[config.mk]
export PLATFORM = sky130hd
export DESIGN_NAME = p2am_queue
export DESIGN_NICKNAME = d
export VERILOG_FILES = /design/src/p2am_pkg.sv /design/src/p2am_queue.sv
export VERILOG_INCLUDE_DIRS = /design/src /design/src/src
export SDC_FILE = /design/constraint.sdc
export NUM_CORES = 1
export LEC_CHECK = 0
export ABC_AREA = 1
export BUFFER_PORTS_ARGS = -buffer_cell sky130_fd_sc_hd__buf_4
export CELL_PAD_IN_SITES_DETAIL_PLACEMENT = 1
export CELL_PAD_IN_SITES_GLOBAL_PLACEMENT = 1
export CORE_ASPECT_RATIO = 0.5
export CORE_MARGIN = 8
export CORE_UTILIZATION = 51
export DETAILED_ROUTE_END_ITERATION = 16
export PLACE_DENSITY_LB_ADDON = 0.1
export RECOVER_POWER = 100
export SLEW_MARGIN = 5
export SYNTH_ARGS = -nofsm -noshare
export SYNTH_HDL_FRONTEND = slang
export SYNTH_SLANG_ARGS = --single-unit
[constraint.sdc]
create_clock -name clk -period 29.9 [get_ports clk]
set_clock_uncertainty 0.05 [all_clocks]
set_input_delay 5.98 -clock clk [delete_from_list [all_inputs] [get_ports clk]]
set_output_delay 5.98 -clock clk [all_outputs]
set_load 0.02 [all_outputs]
[src/pose_to_affine_matrix_assert.svh]
// Assertion macros shared by the pose-to-affine-matrix RTL.
// Each file that asserts includes this header; the file must have clk and arst_n in scope.
`ifndef POSE_TO_AFFINE_MATRIX_ASSERT_SVH
`define POSE_TO_AFFINE_MATRIX_ASSERT_SVH

// The condition must hold at every clock edge outside reset.
`define P2AM_ASSERT_ALWAYS(label, cond, msg) \
	label: assert property (@(posedge clk) disable iff (!arst_n) (cond)) else $error(msg);

// When the antecedent holds, the consequent must hold in the next cycle.
`define P2AM_ASSERT_NEXT(label, ante, cons, msg) \
	label: assert property (@(posedge clk) disable iff (!arst_n) (ante) |=> (cons)) \
		else $error(msg);

`endif

[src/p2am_pkg.sv]
// Package for the pose-to-affine-matrix block: widths, the CORDIC arctangent table,
// the queued item type and the saturation helper. No dependencies.
`timescale 1ns / 1ps

package p2am_pkg;

	localparam int ATAN_LEN = 30;
	localparam int XW       = 34;   // CORDIC x and y, Q2.30 with headroom
	localparam int ZW       = 33;   // CORDIC angle residue, 2^-32 turn units
	localparam int PW       = 36;   // scale times sine or cosine, rounded
	localparam int QW       = 68;   // origin products and translation sums
	localparam int LO_W     = 17;   // low slice of a split multiplication

	localparam logic signed [XW-1:0] CORDIC_X0 = 34'sd652032874;

	localparam int QDEPTH = 4;
	localparam int QPTR_W = 2;
	localparam int QCNT_W = 3;

	localparam logic signed [QW-1:0] SAT_MAX = 68'sh0_0000_0000_7FFF_FFFF;
	localparam logic signed [QW-1:0] SAT_MIN = -68'sh0_0000_0000_8000_0000;

	typedef struct packed {
		logic signed [31:0]   ox;
		logic signed [31:0]   oy;
		logic signed [31:0]   px;
		logic signed [31:0]   py;
		logic signed [31:0]   sx;
		logic signed [31:0]   sy;
		logic signed [ZW-1:0] z0;
		logic                 flip;
	} item_t;

	function automatic logic signed [ZW-1:0] atan_turn(input logic [4:0] idx);
		logic signed [ZW-1:0] r;
		case (idx)
			5'd0:  r = 33'sh020000000;
			5'd1:  r = 33'sh012E4051E;
			5'd2:  r = 33'sh009FB385B;
			5'd3:  r = 33'sh0051111D4;
			5'd4:  r = 33'sh0028B0D43;
			5'd5:  r = 33'sh00145D7E1;
			5'd6:  r = 33'sh000A2F61E;
			5'd7:  r = 33'sh000517C55;
			5'd8:  r = 33'sh00028BE53;
			5'd9:  r = 33'sh000145F2F;
			5'd10: r = 33'sh0000A2F98;
			5'd11: r = 33'sh0000517CC;
			5'd12: r = 33'sh000028BE6;
			5'd13: r = 33'sh0000145F3;
			5'd14: r = 33'sh00000A2FA;
			5'd15: r = 33'sh00000517D;
			5'd16: r = 33'sh0000028BE;
			5'd17: r = 33'sh00000145F;
			5'd18: r = 33'sh000000A30;
			5'd19: r = 33'sh000000518;
			5'd20: r = 33'sh00000028C;
			5'd21: r = 33'sh000000146;
			5'd22: r = 33'sh0000000A3;
			5'd23: r = 33'sh000000051;
			5'd24: r = 33'sh000000029;
			5'd25: r = 33'sh000000014;
			5'd26: r = 33'sh00000000A;
			5'd27: r = 33'sh000000005;
			5'd28: r = 33'sh000000003;
			5'd29: r = 33'sh000000001;
			default: r = '0;
		endcase
		return r;
	endfunction

	function automatic logic signed [31:0] sat32(input logic signed [QW-1:0] v);
		logic signed [31:0] r;
		if (v > SAT_MAX) begin
			r = 32'sh7FFF_FFFF;
		end else if (v < SAT_MIN) begin
			r = 32'sh8000_0000;
		end else begin
			r = v[31:0];
		end
		return r;
	endfunction

endpackage

[src/p2am_queue.sv]
// Short queue between the front end and the arithmetic back end.
// Depends on p2am_pkg and pose_to_affine_matrix_assert.svh.
`timescale 1ns / 1ps
`include "pose_to_affine_matrix_assert.svh"

module p2am_queue (
	input  logic            clk,
	input  logic            arst_n,
	input  logic            push_valid,
	output logic            push_ready,
	input  p2am_pkg::item_t push_item,
	output logic            pop_valid,
	input  logic            pop_ready,
	output p2am_pkg::item_t pop_item
);

	p2am_pkg::item_t                  mem_q [p2am_pkg::QDEPTH];
	logic [p2am_pkg::QPTR_W-1:0]      wr_q;
	logic [p2am_pkg::QPTR_W-1:0]      rd_q;
	logic [p2am_pkg::QCNT_W-1:0]      cnt_q;
	logic                             push;
	logic                             pop;
	logic                             full;

	assign full       = (cnt_q == p2am_pkg::QCNT_W'(p2am_pkg::QDEPTH));
	assign push_ready = !full;
	assign pop_valid  = (cnt_q != '0);
	assign pop_item   = mem_q[rd_q];
	assign push       = push_valid && push_ready;
	assign pop        = pop_valid && pop_ready;

	always_ff @(posedge clk or negedge arst_n) begin
		if (!arst_n) begin
			wr_q  <= '0;
			rd_q  <= '0;
			cnt_q <= '0;
		end else begin
			if (push) begin
				wr_q <= wr_q + 1'b1;
			end
			if (pop) begin
				rd_q <= rd_q + 1'b1;
			end
			case ({push, pop})
				2'b10:   cnt_q <= cnt_q + 1'b1;
				2'b01:   cnt_q <= cnt_q - 1'b1;
				default: cnt_q <= cnt_q;
			endcase
		end
	end

	always_ff @(posedge clk) begin
		if (push) begin
			mem_q[wr_q] <= push_item;
		end
	end

	`P2AM_ASSERT_ALWAYS(a_cnt_bound, cnt_q <= p2am_pkg::QCNT_W'(p2am_pkg::QDEPTH), "overfilled")
	`P2AM_ASSERT_ALWAYS(a_ptr_match, (wr_q - rd_q) == cnt_q[p2am_pkg::QPTR_W-1:0], "pointer skew")
	`P2AM_ASSERT_NEXT(a_full_holds, full && !pop_ready, full, "full queue drained without a pop")

endmodule

### Yosys cells after proc, flatten, opt, wreduce, memory -nomap -nowiden

Memory sizes are Yosys's and may differ from the RTL's.
Cells that the tools add are included.
Widths: inputs -> output; s select.

* add/sub/neg operators: 4
* equal/unequal tests: 3
* multiplexer cells: 3
* reductions and logical operators: 5

Operators by type and width (count)
* $pmux 3 s2: 1
* $add 2x1->2 const B: 2
* $add 3x1->3 const B: 1
* $eq 3x3->1 const B: 1
* $reduce_bool 3->1: 1
* $sub 3x1->3 const B: 1
* $eq 2x1->1 const B: 1
* $eq 2x2->1 const B: 1
* $logic_and 1x1->1: 2
* $mux 1: 2
* $reduce_bool 2->1: 1
* $logic_not 1->1: 1

* register bits after elaboration: 7
* memory bits (writable): 904
* bits of input ports: 230
* output and inout bits: 228
* word-level logic and storage cells: 19
* memories kept: 1

Memories
* mem_q: depth 4, bits a word 226, rd ports 1, clocked after memory_dff 0, wr ports 1, RTL line p2am_queue.sv:17 `p2am_pkg::item_t mem_q [p2am_pkg::QDEPTH];`

### Longest topological paths before layout

Gate-level depths: netlist of the first run.

* depth in word-level cells: 5
* depth in mapped cells: 12
* depth with buffers taken out: 12

### Worst setup path before layout of the first run

Ideal clock, no wire load.

* kind: input to register
* from: input push_valid
* to: memory mem_q[0][0] (netlist bit) (enable)
* library setup time: 818 ps
* arrival: 15512 ps
* data required time: 29032 ps
* slack: 13520 ps
* stages: 2
* path buffers: 0
* path through: nand2_1 nor2_1

* word-level cells in the longest chain between the ends: 3

Ends and longest elaborated chain
* start, declared: RTL line p2am_queue.sv:9 `input logic push_valid,`
* $logic_and 1x1->1: RTL line p2am_queue.sv:29 `assign push = push_valid && push_ready;`
* $mux 1: RTL line p2am_queue.sv:53 `if (push) begin`
* $mux 1 (implied by the code): RTL line p2am_queue.sv:54 `mem_q[wr_q] <= push_item;`
* end, declared: RTL line p2am_queue.sv:17

No other way between the ends.

==> flow_summary.ini, run 1 <==
[outcome]
outcome = finished with violations
violations = max-capacitance violations, max-slew violations

[routing]
vias = 21900
ant_nets = 0
first_pass_iters = 5
wirelength_um = 90200
first_iter_violations = 1284
avgViaCountPerCell = 5.30
avgRoutedWirePerCell_um = 21.8
drcViolationCount = 0

[power]
cellLeakagePower_nw = 15.3
worst_ir_drop_vdd_mv = 0.0886
p_per_area_nw_per_um2 = 106

[floorplanning]
die_w_um = 391
dieArea_sq_um = 79700
start_util_pct = 51.8
rows = 68
die_y_um = 204
boundaryPins = 458
core_sq_um = 69300

[logic_synthesis]
synthesis.nets = 2932
yosys_warnings = 0
syn_inst = 2696
ys_async_sr_fraction_pct = 0.768
synth_top_family_by_area = compound AO/OA/AOI/OAI gates
synth_area_sq_um = 35900
synthFlopType = edfxtp_1
synth_top_area_share_pct = 75.5
synth_common_cells = 904 x edfxtp_1, 696 x nand2_1, 466 x inv_1, 452 x o211ai_1, 87 x buf_2
synth.distinct_cells = 18
muxShareOfSynthArea_pct = 0
synth_xor_area_share_pct = 0.0244
synth_area_per_cell_sq_um = 13.3
synthTopCellsByArea = edfxtp_1 76%, o211ai_1 9.4%, nand2_1 7.3%, inv_1 4.9%, buf_2 1.2%
synth_edf_count = 904
synth_compound_area_share_pct = 9.45
yosys.area_share.simple_pct = 7.42
synth-seq-cells = 911
synthMostInstantiatedCell = edfxtp_1
synth_adder_area_share_pct = 0.230
ys_seq_area_share_pct = 76.0
synth_top_cell_by_area = edfxtp_1

[sta]
hold_violations = 0
rsz0062_at_grt = no
finalSetupTns_ns = 0
worstMarginPinSlew_ns = 5.11
period_needed_ns = 17.99
max_clock_freq_ghz = 0.0556
relSlewSlack_pct = -240
fin_crit_sh_pct = 60.2
finalWorstSetupSlack_ns = 11.91
setup_violations = 0
drv_slew = 1221

[cells_and_area]
syn2layout_area_growth_pct = 13.8
multi_input_area_sq_um = 6170
regArea_sq_um = 27300
nNetsFinal = 3345
layout-drive-gt1-share_pct = 3.84
fillers = 7005

[clocking]
cts-root-buf = clkbuf_16
insertion_delay_ns = 0.64
clock-sinks = 911
cts_resized = 0
path_clk_slew_ns = 0.07
cts_buffers = 79
cts_tree = yes
clk_path_buf_depth = 3
hold_buffers = 0
htree_levels = 3
post_cts_buffers = 0

[global_routing]
overflow = 0
antenna_found_initial = 28
grt_pass1_vias = 23500
grt_first_pass_wirelength_um = 135000
track_usage_pct = 21.9
grt_max_degree = 259

[worst_setup_path]
worst_ep_required_time_ns = 23.87
slowest_delay_ns = 5.03
path_buf_inv = 4
crit_type = register to primary output
arrival_ns = 11.96
path_cells = clkinvlp_2 > clkbuf_1 > clkbuf_1 > o211ai_1 > nand2_1 > clkbuf_1
r2r-start = cnt_q[0]
end_kind = primary output
cpMostUsedCell = clkbuf_1
crit_fanout = 122
slowest_stage = clkinvlp_2
critical-path-top-delay-family = buffers and inverters
critical_path.startpoint_type = register
critPathLaunch = rd_q[1]

[placed_design]
dp.final_hpwl_um = 55000
place_ws_ns = 19.71
io_buffers = 457
gp_congestion = 0.737

[hold_path]
worstHoldStart = cnt_q[0]
hold_class = register to register

[job]
maxCapViolations = 23
-- flip-flops by register name (all words and copies together), names as in the netlist --
name and flops:
mem_q 904, cnt_q 3, rd_q 2, wr_q 2
-- area by class of cell --
class	instances	area share, %
multi-input combinational	1168	15.1
clock inverter	37	0.878
inverter	467	4.31
tap	945	2.89
clock buffer	108	5.35
sequential	911	66.8
antenna	24	0.147
timing repair buffer	482	4.58
-- path summary, 6_finish.rpt --
kind	endpoint	slack, ns	cells after the start
max	pop_item[149]	11.91	6
max reg2reg	mem_q[1][113]	18.72	7
min in group asynchronous	wr_q[1]	5.18	1
min reg2reg	cnt_q[0]	0.43	1
min	cnt_q[0]	0.43	1
max in group asynchronous	rd_q[0]	24.32	1
-- routing by layer --
| metal | track usage, % | part of all wire [%] | routed length, um | vias to the layer above |
|---|---|---|---|---|
| li1 | - | - | - | 10300 |
| met1 | 24.4 | 38 | 34600 | 11100 |
| met2 | 41.6 | 55 | 49300 | 368 |
| met3 | 3.60 | 3.2 | 2920 | 164 |
| met4 | 8.71 | 3.7 | 3360 | 8 |
| met5 | 0 | 0.058 | 52 | - |
-- where the power goes --
part,total [W],internal (W),leakage (nW),switching (W)
logic,0.00152,0.000357,5.66,0.00117
clock network,0.00103,0.000576,1.24,0.000455
registers,0.00177,0.00171,8.37,0.0000682
-- placed cells by master, fill, tap and decap left out, types with 2 or more instances in the layout --
cell,instances
edfxtp_1,904
nand2_1,696
clkbuf_1,494
inv_1,465
o211ai_1,452
clkbuf_16,83
diode_2,24
clkinv_1,14
clkinv_2,11
buf_4,9
nand3_1,7
bufinv_16,7
dfrtp_1,7
ha_1,5
nor2_1,3
inv_6,3
clkbuf_8,2
clkinvlp_4,2
buf_12,2
-- through the flow --
step	power, W	instances	util (%)	hold WS [ns]	instance area, sq um
after floorplan	0.00288	2696	-	0.396	35900
after global placement	0.00346	3973	57.8	0.414	40100
after detailed placement	0.00352	3973	57.8	0.422	40100
after CTS	0.00456	4118	61.5	0.436	42700
after global routing	0.00456	4142	59.0	0.463	40900
final	0.00433	4142	59.0	0.431	40900
-- cell families (layout without fill, tap and decap cells) --
group / after synthesis / count (layout)
adder cells (fa/ha/maj): 6 / 6
AND/OR/NAND/NOR: 708 / 708
buffers and inverters: 617 / 1094
XOR/XNOR: 1 / 1
AO/OA/AOI/OAI: 453 / 453
flip-flops: 911 / 911
other: 0 / 24
Note: power is estimated with default switching activity, not from simulation.
==> run 2, diff against run 1 <==
--- a/config.mk
+++ b/config.mk
@@ -12,7 +12,7 @@
 export CELL_PAD_IN_SITES_GLOBAL_PLACEMENT = 1
 export CORE_ASPECT_RATIO = 0.5
 export CORE_MARGIN = 8
-export CORE_UTILIZATION = 51
+export CORE_UTILIZATION = 47
 export DETAILED_ROUTE_END_ITERATION = 16
 export PLACE_DENSITY_LB_ADDON = 0.1
 export RECOVER_POWER = 100
==> constraint.sdc (replaced) <==
create_clock -name clk -period 17.5 [get_ports clk]
set_clock_uncertainty 0.05 [all_clocks]
set_input_delay 3.5 -clock clk [delete_from_list [all_inputs] [get_ports clk]]
set_output_delay 3.5 -clock clk [all_outputs]
set_load 0.02 [all_outputs]
==> run 2 against run 1 <==
Against the previous run:
- the flow still finishes with violations (max-capacitance violations, max-slew violations)
- global-route usage shrank 1.9 points
- sequential share of layout area is 0.28 points lower
- count of clock-buffer cells in the layout fell by 7
- non-clock buffer count decreased by 1
- critical path type is now primary input to register
==> flow_summary.ini, run 2 (synthesized netlist as in run 1, its figures left out) <==
[outcome]
outcome = finished with violations
violations = max-capacitance violations, max-slew violations

[worst_setup_path]
path_depth = 5
critPathLaunch = push_valid
critical-path-top-delay-family = buffers and inverters
r2r_cells = 6
crit_type = primary input to register
worst_ep_required_time_ns = 17.73
critPathCapture = mem_q[2][86]
cpMostUsedCell = clkbuf_1
arrival_ns = 11.88
path_buf_inv = 3
crit_fanout = 132
r2r-start = cnt_q[0]
slowest_delay_ns = 6.24
critical_path.startpoint_type = primary input
r2r_slack_ns = 8.19
slowest_stage = clkbuf_1
end_kind = register
path_cells = clkbuf_1 > nand2_1 > nor2_1 > clkbuf_1 > buf_4
r2r-end = mem_q[2][86]

[routing]
drcViolationCount = 0
ant_nets = 0
vias = 21600
avgViaCountPerCell = 5.12
avgRoutedWirePerCell_um = 21.0
wirelength_um = 88800
first_pass_iters = 7
first_iter_violations = 949

[global_routing]
grt_max_degree = 253
track_usage_pct = 20.0
antenna_found_initial = 24
grt_pass1_vias = 22800
grt_first_pass_wirelength_um = 133000
overflow = 0

[cells_and_area]
nNetsFinal = 3347
top_regs = mem_q (904), cnt_q (3)
layout-drive-gt1-share_pct = 4.09
mostFrequentLayoutCells = 904 x edfxtp_1, 696 x nand2_1, 486 x clkbuf_1
largest_reg_flops = 904
final_cell_area_sq_um = 41100
syn2layout_area_growth_pct = 14.3
top_register = mem_q
layout.cells.most_common = edfxtp_1
regArea_sq_um = 27300
multi_input_area_sq_um = 6160
fillers = 7705

[clocking]
cts_tree = yes
insertion_delay_ns = 0.66
clk_path_buf_depth = 3
hold_buffers = 0
post_cts_buffers = 0
path_clk_slew_ns = 0.06
clock-sinks = 911
cts-root-buf = clkbuf_16
cts_buffers = 82
cts_resized = 0
htree_levels = 3

[sta]
setup_violations = 0
rsz0062_at_grt = no
fin_crit_sh_pct = 66.6
period_needed_ns = 11.65
drv_slew = 978
worstMarginPinSlew_ns = 9.16
finalSetupTns_ns = 0
relSlewSlack_pct = -511
hold_violations = 0
max_clock_freq_ghz = 0.0858

[placed_design]
gp_congestion = 0.755
io_buffers = 457
dp.final_hpwl_um = 55000
placed_area_sq_um = 40200

[power]
worst_ir_drop_vdd_mv = 0.139
cellLeakagePower_nw = 15.3
power_w = 0.00741
p_per_area_nw_per_um2 = 180

[hold_path]
hold_class = register to register

[floorplanning]
die_y_um = 212
core_sq_um = 75400
die_w_um = 407
start_util_pct = 47.7
rows = 71
boundaryPins = 458
dieArea_sq_um = 86100

[job]
maxCapViolations = 17
==> run 2: changes by cell type in the layout (fill, tap and decap cells not counted), sizes merged <==
cell	change
clkinvlp	-2
clkinv	+6
buf	+3
clkbuf	-11
diode	-2
inv	+5
bufinv	+3
==> run 2: metrics by stage <==
step / cells / hold slack [ns] / utilization, % / setup WS [ns]
floorplan: 2696 / 0.396 / - / 3.60
global placement: 4049 / 0.413 / 53.3 / 10.48
detailed placement: 4049 / 0.421 / 53.3 / 10.41
CTS: 4199 / 0.434 / 56.8 / 9.69
global route: 4219 / 0.448 / 54.5 / 5.09
finish: 4221 / 0.429 / 54.5 / 5.85
==> run 2: how the worst min path moves through the flow <==
stage	start	to	slack (ns)	cells after the start
finish	cnt_q[0]	cnt_q[0]	0.43	1
global route	cnt_q[0]	cnt_q[0]	0.45	1
CTS	cnt_q[0]	cnt_q[0]	0.43	1
detailed placement	cnt_q[0]	cnt_q[0]	0.42	1
global placement	cnt_q[1]	cnt_q[1]	0.41	2
floorplan	cnt_q[0]	cnt_q[0]	0.40	1
==> run 2: report_power, final <==
part / switching, W / internal, W
clock: 0.000796 / 0.00102
sequential: 0.000118 / 0.00294
combinational: 0.00196 / 0.000590
==> run 2: layout make-up <==
type	instances	area share, %
diodes	22	0.134
clock inverters	49	1.25
repair buffers	481	4.55
well taps	1022	3.11
inverters	467	4.30
clock buffers	101	5.17
flip-flops and latches	911	66.5
multi-input cells	1168	15.0
==> run 2: metal layers <==
metal  wire, um  part of all wire (%)  GRT usage [%]
met5         51                 0.057              0
met4       3670                   4.1           9.96
met2      48600                    55           37.3
met3       3190                   3.6           4.19
met1      33300                    37           21.7
==> run 2: worst register-to-register path, stage by stage (launching register included) <==
cell	delay, ns
dfrtp_1	0.36
inv_1	0.09
nand3_1	0.15
nand2_1	0.19
nor2_1	0.17
clkbuf_1	6.24
buf_4	1.66
