--- src/pose_to_affine_matrix_assert.svh ---
// Assertion macros shared by the pose-to-affine-matrix RTL.
// Each file that asserts includes this header; the file must have clk and arst_n in scope.
`ifndef POSE_TO_AFFINE_MATRIX_ASSERT_SVH
`define POSE_TO_AFFINE_MATRIX_ASSERT_SVH

// The condition must hold at every clock edge outside reset.
`define P2AM_ASSERT_ALWAYS(label, cond, msg) \
	label: assert property (@(posedge clk) disable iff (!arst_n) (cond)) else $error(msg);

// When the antecedent holds, the consequent must hold in the next cycle.
`define P2AM_ASSERT_NEXT(label, ante, cons, msg) \
	label: assert property (@(posedge clk) disable iff (!arst_n) (ante) |=> (cons)) \
		else $error(msg);

`endif

--- src/p2am_pkg.sv ---
// Package for the pose-to-affine-matrix block: widths, the CORDIC arctangent table,
// the queued item type and the saturation helper. No dependencies.
`timescale 1ns / 1ps

package p2am_pkg;

	localparam int ATAN_LEN = 30;
	localparam int XW       = 34;   // CORDIC x and y, Q2.30 with headroom
	localparam int ZW       = 33;   // CORDIC angle residue, 2^-32 turn units
	localparam int PW       = 36;   // scale times sine or cosine, rounded
	localparam int QW       = 68;   // origin products and translation sums
	localparam int LO_W     = 17;   // low slice of a split multiplication

	localparam logic signed [XW-1:0] CORDIC_X0 = 34'sd652032874;

	localparam int QDEPTH = 4;
	localparam int QPTR_W = 2;
	localparam int QCNT_W = 3;

	localparam logic signed [QW-1:0] SAT_MAX = 68'sh0_0000_0000_7FFF_FFFF;
	localparam logic signed [QW-1:0] SAT_MIN = -68'sh0_0000_0000_8000_0000;

	typedef struct packed {
		logic signed [31:0]   ox;
		logic signed [31:0]   oy;
		logic signed [31:0]   px;
		logic signed [31:0]   py;
		logic signed [31:0]   sx;
		logic signed [31:0]   sy;
		logic signed [ZW-1:0] z0;
		logic                 flip;
	} item_t;

	function automatic logic signed [ZW-1:0] atan_turn(input logic [4:0] idx);
		logic signed [ZW-1:0] r;
		case (idx)
			5'd0:  r = 33'sh020000000;
			5'd1:  r = 33'sh012E4051E;
			5'd2:  r = 33'sh009FB385B;
			5'd3:  r = 33'sh0051111D4;
			5'd4:  r = 33'sh0028B0D43;
			5'd5:  r = 33'sh00145D7E1;
			5'd6:  r = 33'sh000A2F61E;
			5'd7:  r = 33'sh000517C55;
			5'd8:  r = 33'sh00028BE53;
			5'd9:  r = 33'sh000145F2F;
			5'd10: r = 33'sh0000A2F98;
			5'd11: r = 33'sh0000517CC;
			5'd12: r = 33'sh000028BE6;
			5'd13: r = 33'sh0000145F3;
			5'd14: r = 33'sh00000A2FA;
			5'd15: r = 33'sh00000517D;
			5'd16: r = 33'sh0000028BE;
			5'd17: r = 33'sh00000145F;
			5'd18: r = 33'sh000000A30;
			5'd19: r = 33'sh000000518;
			5'd20: r = 33'sh00000028C;
			5'd21: r = 33'sh000000146;
			5'd22: r = 33'sh0000000A3;
			5'd23: r = 33'sh000000051;
			5'd24: r = 33'sh000000029;
			5'd25: r = 33'sh000000014;
			5'd26: r = 33'sh00000000A;
			5'd27: r = 33'sh000000005;
			5'd28: r = 33'sh000000003;
			5'd29: r = 33'sh000000001;
			default: r = '0;
		endcase
		return r;
	endfunction

	function automatic logic signed [31:0] sat32(input logic signed [QW-1:0] v);
		logic signed [31:0] r;
		if (v > SAT_MAX) begin
			r = 32'sh7FFF_FFFF;
		end else if (v < SAT_MIN) begin
			r = 32'sh8000_0000;
		end else begin
			r = v[31:0];
		end
		return r;
	endfunction

endpackage

--- src/p2am_front.sv ---
// Front end: accepts a pose, negates the angle, folds it into the right half plane.
// Depends on p2am_pkg.
`timescale 1ns / 1ps

module p2am_front (
	input  logic                  clk,
	input  logic                  arst_n,
	input  logic                  in_valid,
	output logic                  in_ready,
	input  logic signed [31:0]    origin_x,
	input  logic signed [31:0]    origin_y,
	input  logic signed [31:0]    position_x,
	input  logic signed [31:0]    position_y,
	input  logic [15:0]           rotation_angle,
	input  logic signed [31:0]    scale_x,
	input  logic signed [31:0]    scale_y,
	output logic                  push_valid,
	input  logic                  push_ready,
	output p2am_pkg::item_t       push_item
);

	logic            v_s1;
	p2am_pkg::item_t item_s1;
	p2am_pkg::item_t item_d;
	logic [15:0]     ang;
	logic [31:0]     turn;
	logic            flip;
	logic [31:0]     turn_u;

	always_comb begin
		ang    = 16'(16'd0 - rotation_angle);
		turn   = {ang, 16'h0000};
		// Angles in the left half plane are turned by a half turn and the result negated.
		flip   = turn[31] ^ turn[30];
		turn_u = {turn[31] ^ flip, turn[30:0]};
		item_d.ox   = origin_x;
		item_d.oy   = origin_y;
		item_d.px   = position_x;
		item_d.py   = position_y;
		item_d.sx   = scale_x;
		item_d.sy   = scale_y;
		item_d.z0   = p2am_pkg::ZW'($signed(turn_u));
		item_d.flip = flip;
	end

	assign in_ready   = !v_s1 || push_ready;
	assign push_valid = v_s1;
	assign push_item  = item_s1;

	always_ff @(posedge clk or negedge arst_n) begin
		if (!arst_n) begin
			v_s1 <= 1'b0;
		end else if (in_ready) begin
			v_s1 <= in_valid;
		end
	end

	always_ff @(posedge clk) begin
		if (in_valid && in_ready) begin
			item_s1 <= item_d;
		end
	end

endmodule

--- config.mk ---
export PLATFORM = sky130hd
export DESIGN_NAME = p2am_front
export DESIGN_NICKNAME = d
export VERILOG_FILES = /design/src/pose_to_affine_matrix_assert.svh /design/src/p2am_pkg.sv /design/src/p2am_front.sv
export SDC_FILE = /design/constraint.sdc
export NUM_CORES = 1
export LEC_CHECK = 0
export ABC_AREA = 0
export BUFFER_PORTS_ARGS = -buffer_cell sky130_fd_sc_hd__buf_2
export CAP_MARGIN = 20
export CORE_AREA = 3 3 169 171
export DETAILED_ROUTE_END_ITERATION = 8
export DIE_AREA = 0 0 172 174
export GPL_TIMING_DRIVEN = 0
export MAX_ROUTING_LAYER = met4
export PLACE_DENSITY = 0.58
export SYNTH_ARGS = -nofsm -noshare
export SYNTH_HDL_FRONTEND = slang
export SYNTH_SLANG_ARGS = --single-unit
--- constraint.sdc ---
create_clock -name clk -period 8.4 [get_ports clk]
set_clock_uncertainty 0.1 [all_clocks]
set_input_delay 0.42 -clock clk [delete_from_list [all_inputs] [get_ports clk]]
set_output_delay 0.42 -clock clk [all_outputs]
set_load 0.005 [all_outputs]
After elaboration in Yosys (flattened, before gate mapping)
Cells that the tools add are included.
Widths: inputs -> output; s select.
{"block": "word_totals", "in_bits": 212, "regBits": 210, "out_inout_bits": 228, "elab_cells": 15}
{"block": "op_classes", "n_addsub": 1, "n_reduce_logical": 3, "bitwise": 2}
{"cell": "$sub 1x16->16 const A", "count": 1}
{"cell": "$xor 1x1->1", "count": 2}
{"cell": "$logic_and 1x1->1", "count": 1}
{"cell": "$logic_not 1->1", "count": 1}
{"cell": "$logic_or 1x1->1", "count": 1}

Logic depth before layout (Yosys ltp)
Gate-level depths: netlist of run 1.
{"block": "depth", "ltp_word": 3, "ltp_mapped": 6, "ltp_nobuf": 6}

Worst setup path before layout of run 1
OpenSTA, ideal clock, no wires.
{"block": "synth_path", "kind": "input to register", "start": "input port push_ready", "end": "register item_s1, in the netlist push_item[0] (enable)", "setup_time_ns": 0.595, "required_ns": 7.705, "path_buffers": 0, "arrival_ns": 5.329, "cell_stages": 2, "slack_ns": 2.376, "cell_sequence": "nand2b_1 and2_1"}
{"block": "synth_via", "elab_chain_len": 2}
{"item": "start: declaration", "line_no": "p2am_front.sv:18", "text": "input logic push_ready,"}
{"item": "$logic_or 1x1->1", "line_no": "p2am_front.sv:46", "text": "assign in_ready = !v_s1 || push_ready;"}
{"item": "$logic_and 1x1->1", "line_no": "p2am_front.sv:59", "text": "if (in_valid && in_ready) begin"}
{"item": "end signal: assignment", "line_no": "p2am_front.sv:60", "text": "item_s1 <= item_d;"}
{"item": "end: declaration", "line_no": "p2am_front.sv:23", "text": "p2am_pkg::item_t item_s1;"}
Every way passes these cells.
A chain may end at the register's enable or synchronous reset.

Worst setup path after layout of run 1
{"block": "layout_path", "start": "register v_s1, in the netlist push_valid", "end": "register item_s1, in the netlist push_item[136] (enable)"}
{"block": "layout_via", "elab_chain_len": 3}
{"item": "start: declaration", "line_no": "p2am_front.sv:22", "text": "logic v_s1;"}
{"item": "start signal: assignment", "line_no": "p2am_front.sv:54", "text": "v_s1 <= in_valid;"}
{"item": "$logic_not 1->1", "line_no": "p2am_front.sv:46"}
{"item": "$logic_or 1x1->1", "line_no": "p2am_front.sv:46"}
{"item": "$logic_and 1x1->1", "line_no": "p2am_front.sv:59"}
Every way passes these cells.

==> results_dict.tcl, run 1 <==
set metrics [dict create \
    status "finished, final reports clean" \
    synth_cells 273 \
    ioPinCount 440 \
    path_delay_family "buffers and inverters" \
    stdcell_count 1292 \
    clockBufferDepth 3 \
    cp_cell_sequence "nand2b_1 > and2_4 > buf_12 > buf_16" \
    ys_ff_latch 209 \
    setup_viol 0 \
    synthFlopType "edfxtp_1" \
    drv_slew 0 \
    drc 0 \
    syn_avg_cell_area_um2 24.9 \
    reg2reg_setup_slack_ns 6.27 \
    insertion_delay_ns 0.51 \
    wl_per_cell_um 16.4 \
    grt_max_degree 69 \
    htreeDepth 1 \
    holdPathStages 1 \
    initial_core_util 0.251 \
    p_leak_nw 5.14 \
    slowest_stage "and2_4" \
    hold_viol_final 0 \
    dp.cells 1055 \
    maxCapViolations 0 \
    yosysSeqAreaShare 0.924 \
    worstHoldPathType "in2reg" \
    route.met2.wl_mm 11.4 \
    p_per_area_nw_per_um2 204 \
    p_sw_frac 0.208 \
    internal_power_mw 1.97 \
    wirelength_mm 21.2 \
    p_clk_frac 0.406 \
    ys_warn_count 0 \
    core_um2 27000 \
    r2r_start "push_valid" \
    cts_tree "done" \
    layout-drive-gt1-share 0.516 \
    ir_worst_vdd_v 0.000146 \
    slowest_delay_ns 0.46 \
    end_kind "register" \
    cp_num_cells 4 \
    hold_start "rotation_angle[0]" \
    cts_buffers 23 \
    synthArstFlopShare 0.00478 \
    finalCritPeriodShare 0.254 \
    fin_nets 1146 \
    dp_hpwl_mm 14.5 \
    seqPwrFrac 0.495 \
    path_clk_slew_ns 0.06 \
    final_cell_mix "423 x buf_2, 208 x edfxtp_1, 194 x dlygate4sd3_1" \
    startpoint_type "register" \
    worstPathRequired_ns 8.47 \
    reg2reg_to "push_item[136]" \
    rsz0062_at_grt "false" \
    antenna_found_initial 2 \
    synth_edf_count 208 \
    top_layer "met4" \
    vias_per_cell 3.92 \
    synth_cell_types 27 \
    die-height_um 174 \
    cp.arrival_ns 2.20 \
    first_global_vias 5493 \
    ant_nets 0 \
    reg2regPathDepth 4 \
    grt_pass1_wl_mm 30.4 \
    cp_max_fo 68 \
    hold-worst-slack_ns 0.0788 \
    grt-ovfl-total 0 \
    drt_first_pass_iters 4 \
    layout_commonest_cell "buf_2" \
    worst-setup-path-type "reg2reg" \
    postCtsSetupRepairBufs 0 \
    path_buf_inv 2 \
    min_period_ns 2.13 \
    port_buffers 423 \
    fmax_mhz 469 \
    synth.cell_area_um2 6790 \
    grt_use_total 0.136 \
    p_comb_frac 0.098 \
    dieArea_um2 29900 \
    met1_length_mm 7.30 \
    gp_congestion 0.780 \
    die-width_um 172 \
    clock_tree.root_cell "clkbuf_16" \
    clkSinkCount 209 \
    drt-initial-drc-count 211 \
    wl_met3_mm 1.71 \
    setup_tns_ns 0 \
    rows 60 \
    vias 5064 \
    whs_endpoint "push_item[17]" \
    syn_to_final_growth_pct 79.4 \
    power.switching_mw 0.516 \
]
[cells in the mapped netlist (2+ instances only)]
| master | number | area [µm²] |
|---|---|---|
| xnor2_1 | 8 | 70.1 |
| nor2_1 | 5 | 18.8 |
| nor3_4 | 2 | 32.5 |
| nand2b_1 | 2 | 12.5 |
| buf_4 | 18 | 135 |
| xor2_1 | 6 | 52.6 |
| inv_1 | 2 | 7.51 |
| nand2_1 | 3 | 11.3 |
| edfxtp_1 | 208 | 6250 |
| and2_1 | 2 | 12.5 |
[registers in the layout, indices dropped and copies added, names as in the netlist]
register / count
push_item: 208
push_valid: 1
[cell type report]
type,count,area (µm²)
buffer,18,135
fill,2361,14800
sequential,209,6270
antenna,2,5.00
timing repair buffer,620,4130
tap,341,427
clock inverter,12,159
inverter,2,7.51
multi-input combinational,59,432
clock buffer,29,608
[timing repair]
item	4_1_cts	5_1_grt
hold endpoints to repair	194	0
hold buffers	194	0
gates resized for setup	0	0
[layer usage]
layer | global-route usage | up-vias
met3 | 0.0350 | 44
met5 | - | -
met2 | 0.250 | 242
li1 | - | 2358
met4 | 0.0496 | 0
met1 | 0.136 | 2420
[how the worst max path moves through the flow]
stage | startpoint | endpoint | slack [ns]
detailed placement | push_ready | push_item[136] | 6.10
CTS | push_valid | push_item[145] | 6.27
floorplan | push_ready | push_item[0] | 2.38
finish | push_valid | push_item[136] | 6.27
global route | push_valid | push_item[109] | 6.14
global placement | push_ready | push_item[136] | 0.35
[cell families after synthesis]
family                     count (synthesis)  synth area share
AOI/OAI and AO/OA                          1           0.00184
xor gates and xnor gates                  14            0.0181
adders and majority gates                  1           0.00184
buffers and inverters                     20            0.0210
DFF                                      209             0.924
muxes                                      1           0.00147
other                                      1          0.000553
and+or+nand+nor                           26            0.0312
[power groups by stage]
stage / clock network, mW / logic [mW] / registers, mW
after floorplan: 0 / 0.0337 / 1.27
after global placement: 0 / 0.162 / 1.27
after detailed placement: 0 / 0.171 / 1.25
after CTS: 1.05 / 0.245 / 1.23
after global routing: 1.09 / 0.266 / 1.24
final: 1.01 / 0.244 / 1.23
[stage by stage]
stage | setup WS [ns] | area, µm² | util | power [mW]
floorplan | 2.38 | 6840 | - | 1.31
global placement | 0.351 | 9390 | 0.347 | 1.43
detailed placement | 6.10 | 9460 | 0.350 | 1.42
CTS | 6.27 | 12200 | 0.450 | 2.53
global route | 6.14 | 12200 | 0.451 | 2.59
finish | 6.27 | 12200 | 0.451 | 2.49
No activity file was read; power rests on OpenSTA's default activity.
==> inputs of run 2 (changes only) <==
- ABC_AREA: 0 -> 1
- clock period: 8.4 -> 2.1 ns (I/O delays scaled with it)
==> results_dict.tcl, run 2 <==
set metrics [dict create \
    status "finished, final reports clean" \
    antenna_found_initial 1 \
    cts_tree "done" \
    dp_hpwl_mm 15.7 \
    ioPinCount 440 \
    yosysTopAreaCellShare 0.915 \
    die-width_um 172 \
    yosysMostFrequentCell "edfxtp_1" \
    p_leak_nw 5.38 \
    p_sw_frac 0.209 \
    p_per_area_nw_per_um2 796 \
    cp_cell_sequence "dlygate4sd3_1 > buf_2 > inv_1 > ha_1 > nand2_4 > nor2_8 > nand4_1 > xor2_1 > dlygate4sd3_1" \
    insertion_delay_ns 0.50 \
    startpoint_type "primary input" \
    syn_to_final_growth_pct 84.4 \
    ys_ff_latch 209 \
    synth_cells 300 \
    port_buffers 423 \
    rows 60 \
    cts_resized 0 \
    htreeDepth 1 \
    die-height_um 174 \
    gr-usage-met2 0.276 \
    final_cell_mix "423 x buf_2, 220 x dlygate4sd3_1, 208 x edfxtp_1" \
    p_comb_frac 0.106 \
    multiInputGateArea_um2 458 \
    synthFlopType "edfxtp_1" \
    maxCapViolations 0 \
    grt-ovfl-total 0 \
    largest_register_ffs 208 \
    drv_slew 0 \
    fin_nets 1206 \
    finalCritPeriodShare 0.960 \
    grt_max_degree 32 \
    worst-setup-path-type "in2reg" \
    path_clk_slew_ns 0.06 \
    dieArea_um2 29900 \
    reg2reg_setup_slack_ns 0.14 \
    slowest_delay_ns 0.56 \
    power.switching_mw 2.10 \
    worstPathRequired_ns 2.26 \
    p_clk_frac 0.402 \
    clockBufferDepth 3 \
    vias_per_cell 3.93 \
    syn_avg_cell_area_um2 22.8 \
    hold_viol_final 0 \
    hold-worst-slack_ns 0.173 \
    rsz0062_at_grt "false" \
    post-route-util 0.466 \
    slowest_stage "dlygate4sd3_1" \
    grt_use_total 0.148 \
    synth.cell_area_um2 6830 \
    synth_cell_types 21 \
    synth_largest_area_cell "edfxtp_1" \
    setup_viol 0 \
    fmax_mhz 496 \
    reg2reg_to "push_item[100]" \
    reg2regPathDepth 5 \
    ys_warn_count 0 \
    globalRouteMet3Util 0.0448 \
    initial_core_util 0.253 \
    ir_worst_vdd_v 0.000553 \
    grt-busiest-layer "met2" \
    drc 0 \
    worstHoldPathType "in2reg" \
    wl_per_cell_um 16.9 \
    first_global_vias 5774 \
    synthArstFlopShare 0.00478 \
    yosysSeqAreaShare 0.919 \
    cp_max_fo 7 \
    core_um2 27000 \
    cp.arrival_ns 2.17 \
    vias 5323 \
    ant_nets 0 \
    min_period_ns 2.02 \
    grt_use_met1 0.141 \
    grt_pass1_wl_mm 32.8 \
    seqPwrFrac 0.492 \
    gp_congestion 0.789 \
    synth_area_leaders "edfxtp_1 91%, buf_4 2.0%, xor2_1 1.2%" \
    cts_buffers 24 \
    crit_end "push_item[29]" \
    clock_tree.root_cell "clkbuf_16" \
    layout.area.seq_um2 6270 \
    drt-initial-drc-count 191 \
    layout-drive-gt1-share 0.490 \
    fill_cells 2361 \
    clkSinkCount 209 \
    startpoint "rotation_angle[0]" \
    wirelength_mm 22.8 \
    end_kind "register" \
    layout_commonest_cell "buf_2" \
    internal_power_mw 7.92 \
    synth_common_cells "208 x edfxtp_1, 20 x nand2_1, 18 x buf_4, 10 x nor2_1, 9 x xor2_1" \
    drt_first_pass_iters 4 \
    cpMostUsedCell "dlygate4sd3_1" \
    r2r_start "push_valid" \
    synth_edf_count 208 \
]
-- run 2: changes by cell type in the layout (fill, tap and decap cells not counted), moves of 3 or more --
cell / previous run / this run
buf_12: 1 / 6
xnor2_1: 8 / 3
dlygate4sd3_1: 194 / 220
clkinv_1: 1 / 4
nand2_1: 3 / 20
nand3_1: 1 / 6
xor2_1: 6 / 9
nor2_1: 5 / 10
nand2_2: 1 / 4
inv_1: 2 / 8
-- run 2: critical path, delay by kind of cell --
kind / cells / cell delay [ns]
buffers and inverters: 4 / 1.30
and+or+nand+nor: 3 / 0.35
xor gates and xnor gates: 1 / 0.16
adders and majority gates: 1 / 0.24
-- run 2: worst min path at each step --
stage                     startpoint              to  slack [ns]  cells after the start
after floorplan               arst_n      push_valid       -0.29                      0
after global placement        arst_n      push_valid       -0.22                      1
after detailed placement      arst_n      push_valid       -0.22                      1
after CTS                 push_ready  push_item[222]        0.11                      4
after global routing      push_ready   push_item[40]        0.17                      4
final                     push_ready   push_item[52]        0.17                      4
-- run 2: layer usage --
metal | share of wire | vias to the layer above | wire, µm
met1 | 0.34 | 2508 | 7680
li1 | - | 2489 | -
met4 | 0.034 | 0 | 766
met3 | 0.091 | 53 | 2070
met5 | 0 | - | 0
met2 | 0.54 | 273 | 12300
-- run 2: cell families (layout without fill, tap and decap cells) --
| logic type | Yosys count | in the layout | synth area share |
|---|---|---|---|
| fa+ha+maj | 1 | 1 | 0.00183 |
| other cells | 1 | 18 | 0.000549 |
| simple gates | 50 | 50 | 0.0387 |
| compound gates | 1 | 1 | 0.000732 |
| flops | 209 | 209 | 0.919 |
| xor+xnor | 12 | 12 | 0.0154 |
| buf+inv | 26 | 721 | 0.0242 |
-- run 2: area by class of cell --
cell class | instances | area share
flip-flops and latches | 209 | 0.498
diodes | 2 | 0.000398
clock inverters | 11 | 0.00845
inverters | 8 | 0.00239
clock buffers | 32 | 0.0518
repair buffers | 652 | 0.358
multi-input cells | 80 | 0.0364
well taps | 341 | 0.0339
plain buffers | 18 | 0.0107
-- run 2: metrics by stage --
| stage | power [mW] | TNS [ns] | instance area, µm² | setup WS [ns] | instances |
|---|---|---|---|---|---|
| after global placement | 5.71 | -770.20 | 9440 | -3.72 | 1079 |
| after floorplan | 5.22 | -475.84 | 6890 | -2.29 | 315 |
| after global routing | 10.5 | 0 | 12600 | 0.00499 | 1352 |
| final | 10.0 | 0 | 12600 | 0.0831 | 1353 |
| after detailed placement | 5.74 | -6.44 | 9610 | -0.121 | 1087 |
| after CTS | 10.2 | 0 | 12600 | 0.0942 | 1351 |
-- run 2: power groups by stage --
stage	Combinational, mW	Sequential (mW)	Clock [mW]
global placement	0.659	5.05	0
detailed placement	0.728	5.01	0
CTS	1.07	4.93	4.19
floorplan	0.145	5.08	0
finish	1.06	4.93	4.02
global route	1.15	4.95	4.36
-- run 2: what timing repair did --
item,CTS,global route
endpoints found under the hold margin,210,0
buffers inserted,1,0
hold buffers,220,0
endpoints found under the setup margin,61,0
==> inputs of run 3 (changes only) <==
- SETUP_SLACK_MARGIN: not set -> 0.02
- clock period: 2.1 -> 2.3 ns (I/O delays scaled with it)
==> results_dict.tcl, run 3 (synthesis gave the netlist of run 2 again) <==
set metrics [dict create \
    slowest_stage "dfrtp_1" \
    clockBufferDepth 3 \
    dieArea_um2 29900 \
    path_delay_family "buffers and inverters" \
    vias_per_cell 3.93 \
    fin_area_um2 12600 \
    vias 5324 \
    final_cell_mix "423 x buf_2, 219 x dlygate4sd3_1, 208 x edfxtp_1" \
    fmax_mhz 495 \
    place_area_um2 9610 \
    rsz0062_at_grt "false" \
    grt_max_degree 32 \
    worst-setup-path-type "reg2reg" \
    p_per_area_nw_per_um2 726 \
    grt-ovfl-total 0 \
    p_leak_nw 5.40 \
    die-width_um 172 \
    grt-busiest-layer "met2" \
    grt_pass1_wl_mm 32.9 \
    wirelength_mm 23.0 \
    syn_to_final_growth_pct 84.8 \
    rows 60 \
    initial_core_util 0.253 \
    cts_tree "done" \
    die-height_um 174 \
    cpMostUsedCell "buf_12" \
    hold_viol_final 0 \
    setup_viol 0 \
    status "finished, final reports clean" \
    fill_cells 2360 \
    layout_commonest_cell "buf_2" \
    globalRouteMet3Util 0.0459 \
    ir_worst_vdd_v 0.000506 \
    antenna_found_initial 1 \
    wl_per_cell_um 17.0 \
    slowest_delay_ns 0.43 \
    path_buf_inv 5 \
    seqPwrFrac 0.492 \
    drv_slew 0 \
    htreeDepth 1 \
    clock_tree.root_cell "clkbuf_16" \
    gp_congestion 0.789 \
    power.switching_mw 1.92 \
    path_clk_slew_ns 0.06 \
    min_period_ns 2.02 \
    cts_buffers 24 \
    core_um2 27000 \
    port_buffers 423 \
    cp_max_fo 31 \
    drc 0 \
    clkSinkCount 209 \
    grt_use_total 0.148 \
    insertion_delay_ns 0.50 \
    cp.arrival_ns 2.12 \
    largest_register_ffs 208 \
    layout-drive-gt1-share 0.493 \
    p_clk_frac 0.402 \
    ioPinCount 440 \
    maxCapViolations 0 \
    gr-usage-met2 0.276 \
    worstHoldPathType "in2reg" \
    finalCritPeriodShare 0.878 \
    p_comb_frac 0.107 \
    ant_nets 0 \
    internal_power_mw 7.24 \
    grt_use_met1 0.141 \
    fin_nets 1209 \
    startpoint_type "register" \
    dp_hpwl_mm 15.7 \
    p_sw_frac 0.210 \
    end_kind "register" \
    first_global_vias 5785 \
    worstPathRequired_ns 2.40 \
    drt-initial-drc-count 197 \
    cp_cell_sequence "a21oi_4 > buf_12 > buf_16 > buf_12 > buf_12 > buf_12" \
    hold-worst-slack_ns 0.125 \
    drt_first_pass_iters 4 \
]
==> run 3: cell count changes in the layout (fill, tap and decap cells not counted), sizes merged <==
cell	previous run	this run
buf	450	454
dlygate4sd3	220	219
==> run 3: through the flow <==
step | std cells | power, mW | TNS, ns | utilization | worst slack (ns)
3_3_place_gp | 1079 | 5.22 | -728.60 | 0.349 | -3.52
3_5_place_dp | 1087 | 5.24 | 0 | 0.356 | 0.0787
5_1_grt | 1355 | 9.56 | 0 | 0.467 | 0.195
4_1_cts | 1349 | 9.30 | 0 | 0.465 | 0.0727
2_1_floorplan | 315 | 4.77 | -434.24 | - | -2.09
6_report | 1356 | 9.16 | 0 | 0.467 | 0.280
==> run 3: worst reg2reg max path, stage by stage, from the launching register on <==
cell     delay (ns)
dfrtp_1        0.43
a21oi_4        0.17
buf_12         0.15
buf_16         0.18
buf_12         0.21
buf_12         0.23
buf_12         0.23
==> run 3: area by class of cell <==
type | instances | area [µm²] | area share
sequential | 209 | 6270 | 0.497
timing repair buffer | 655 | 4530 | 0.359
clock buffer | 32 | 652 | 0.0517
multi-input combinational | 80 | 458 | 0.0363
tap | 341 | 427 | 0.0338
buffer | 18 | 135 | 0.0107
clock inverter | 11 | 106 | 0.00843
inverter | 8 | 30.0 | 0.00238
antenna | 2 | 5.00 | 0.000397
==> run 3: what timing repair did <==
item                                    4_1_cts  5_1_grt
endpoints found under the hold margin       222        0
gates resized for setup                       0        0
endpoints found under the setup margin        0       61
setup buffers                                 0        5
hold buffers                                219        0
==> run 3: power groups by stage <==
stage          Sequential [mW]  Combinational (mW)  Clock (mW)
6_report                  4.50               0.979        3.68
3_5_place_dp              4.58               0.665           0
2_1_floorplan             4.64               0.132           0
4_1_cts                   4.50               0.971        3.83
3_3_place_gp              4.61               0.601           0
5_1_grt                   4.52                1.06        3.98
==> run 3: final timing paths <==
kind | slack, ns | endpoint | startpoint | cells after the start
max | 0.28 | push_item[100] | push_valid | 6
min | 0.13 | push_item[68] | push_ready | 4
max reg2reg | 0.28 | push_item[100] | push_valid | 6
min reg2reg | 0.73 | push_item[68] | push_valid | 2
max in group asynchronous | 1.64 | push_valid | arst_n | 3
min in group asynchronous | 0.35 | push_valid | arst_n | 3
==> run 3: layer usage <==
metal,vias up,share of wire
met1,2502,0.33
met4,0,0.036
met5,-,0
li1,2495,-
met2,270,0.54
met3,57,0.092
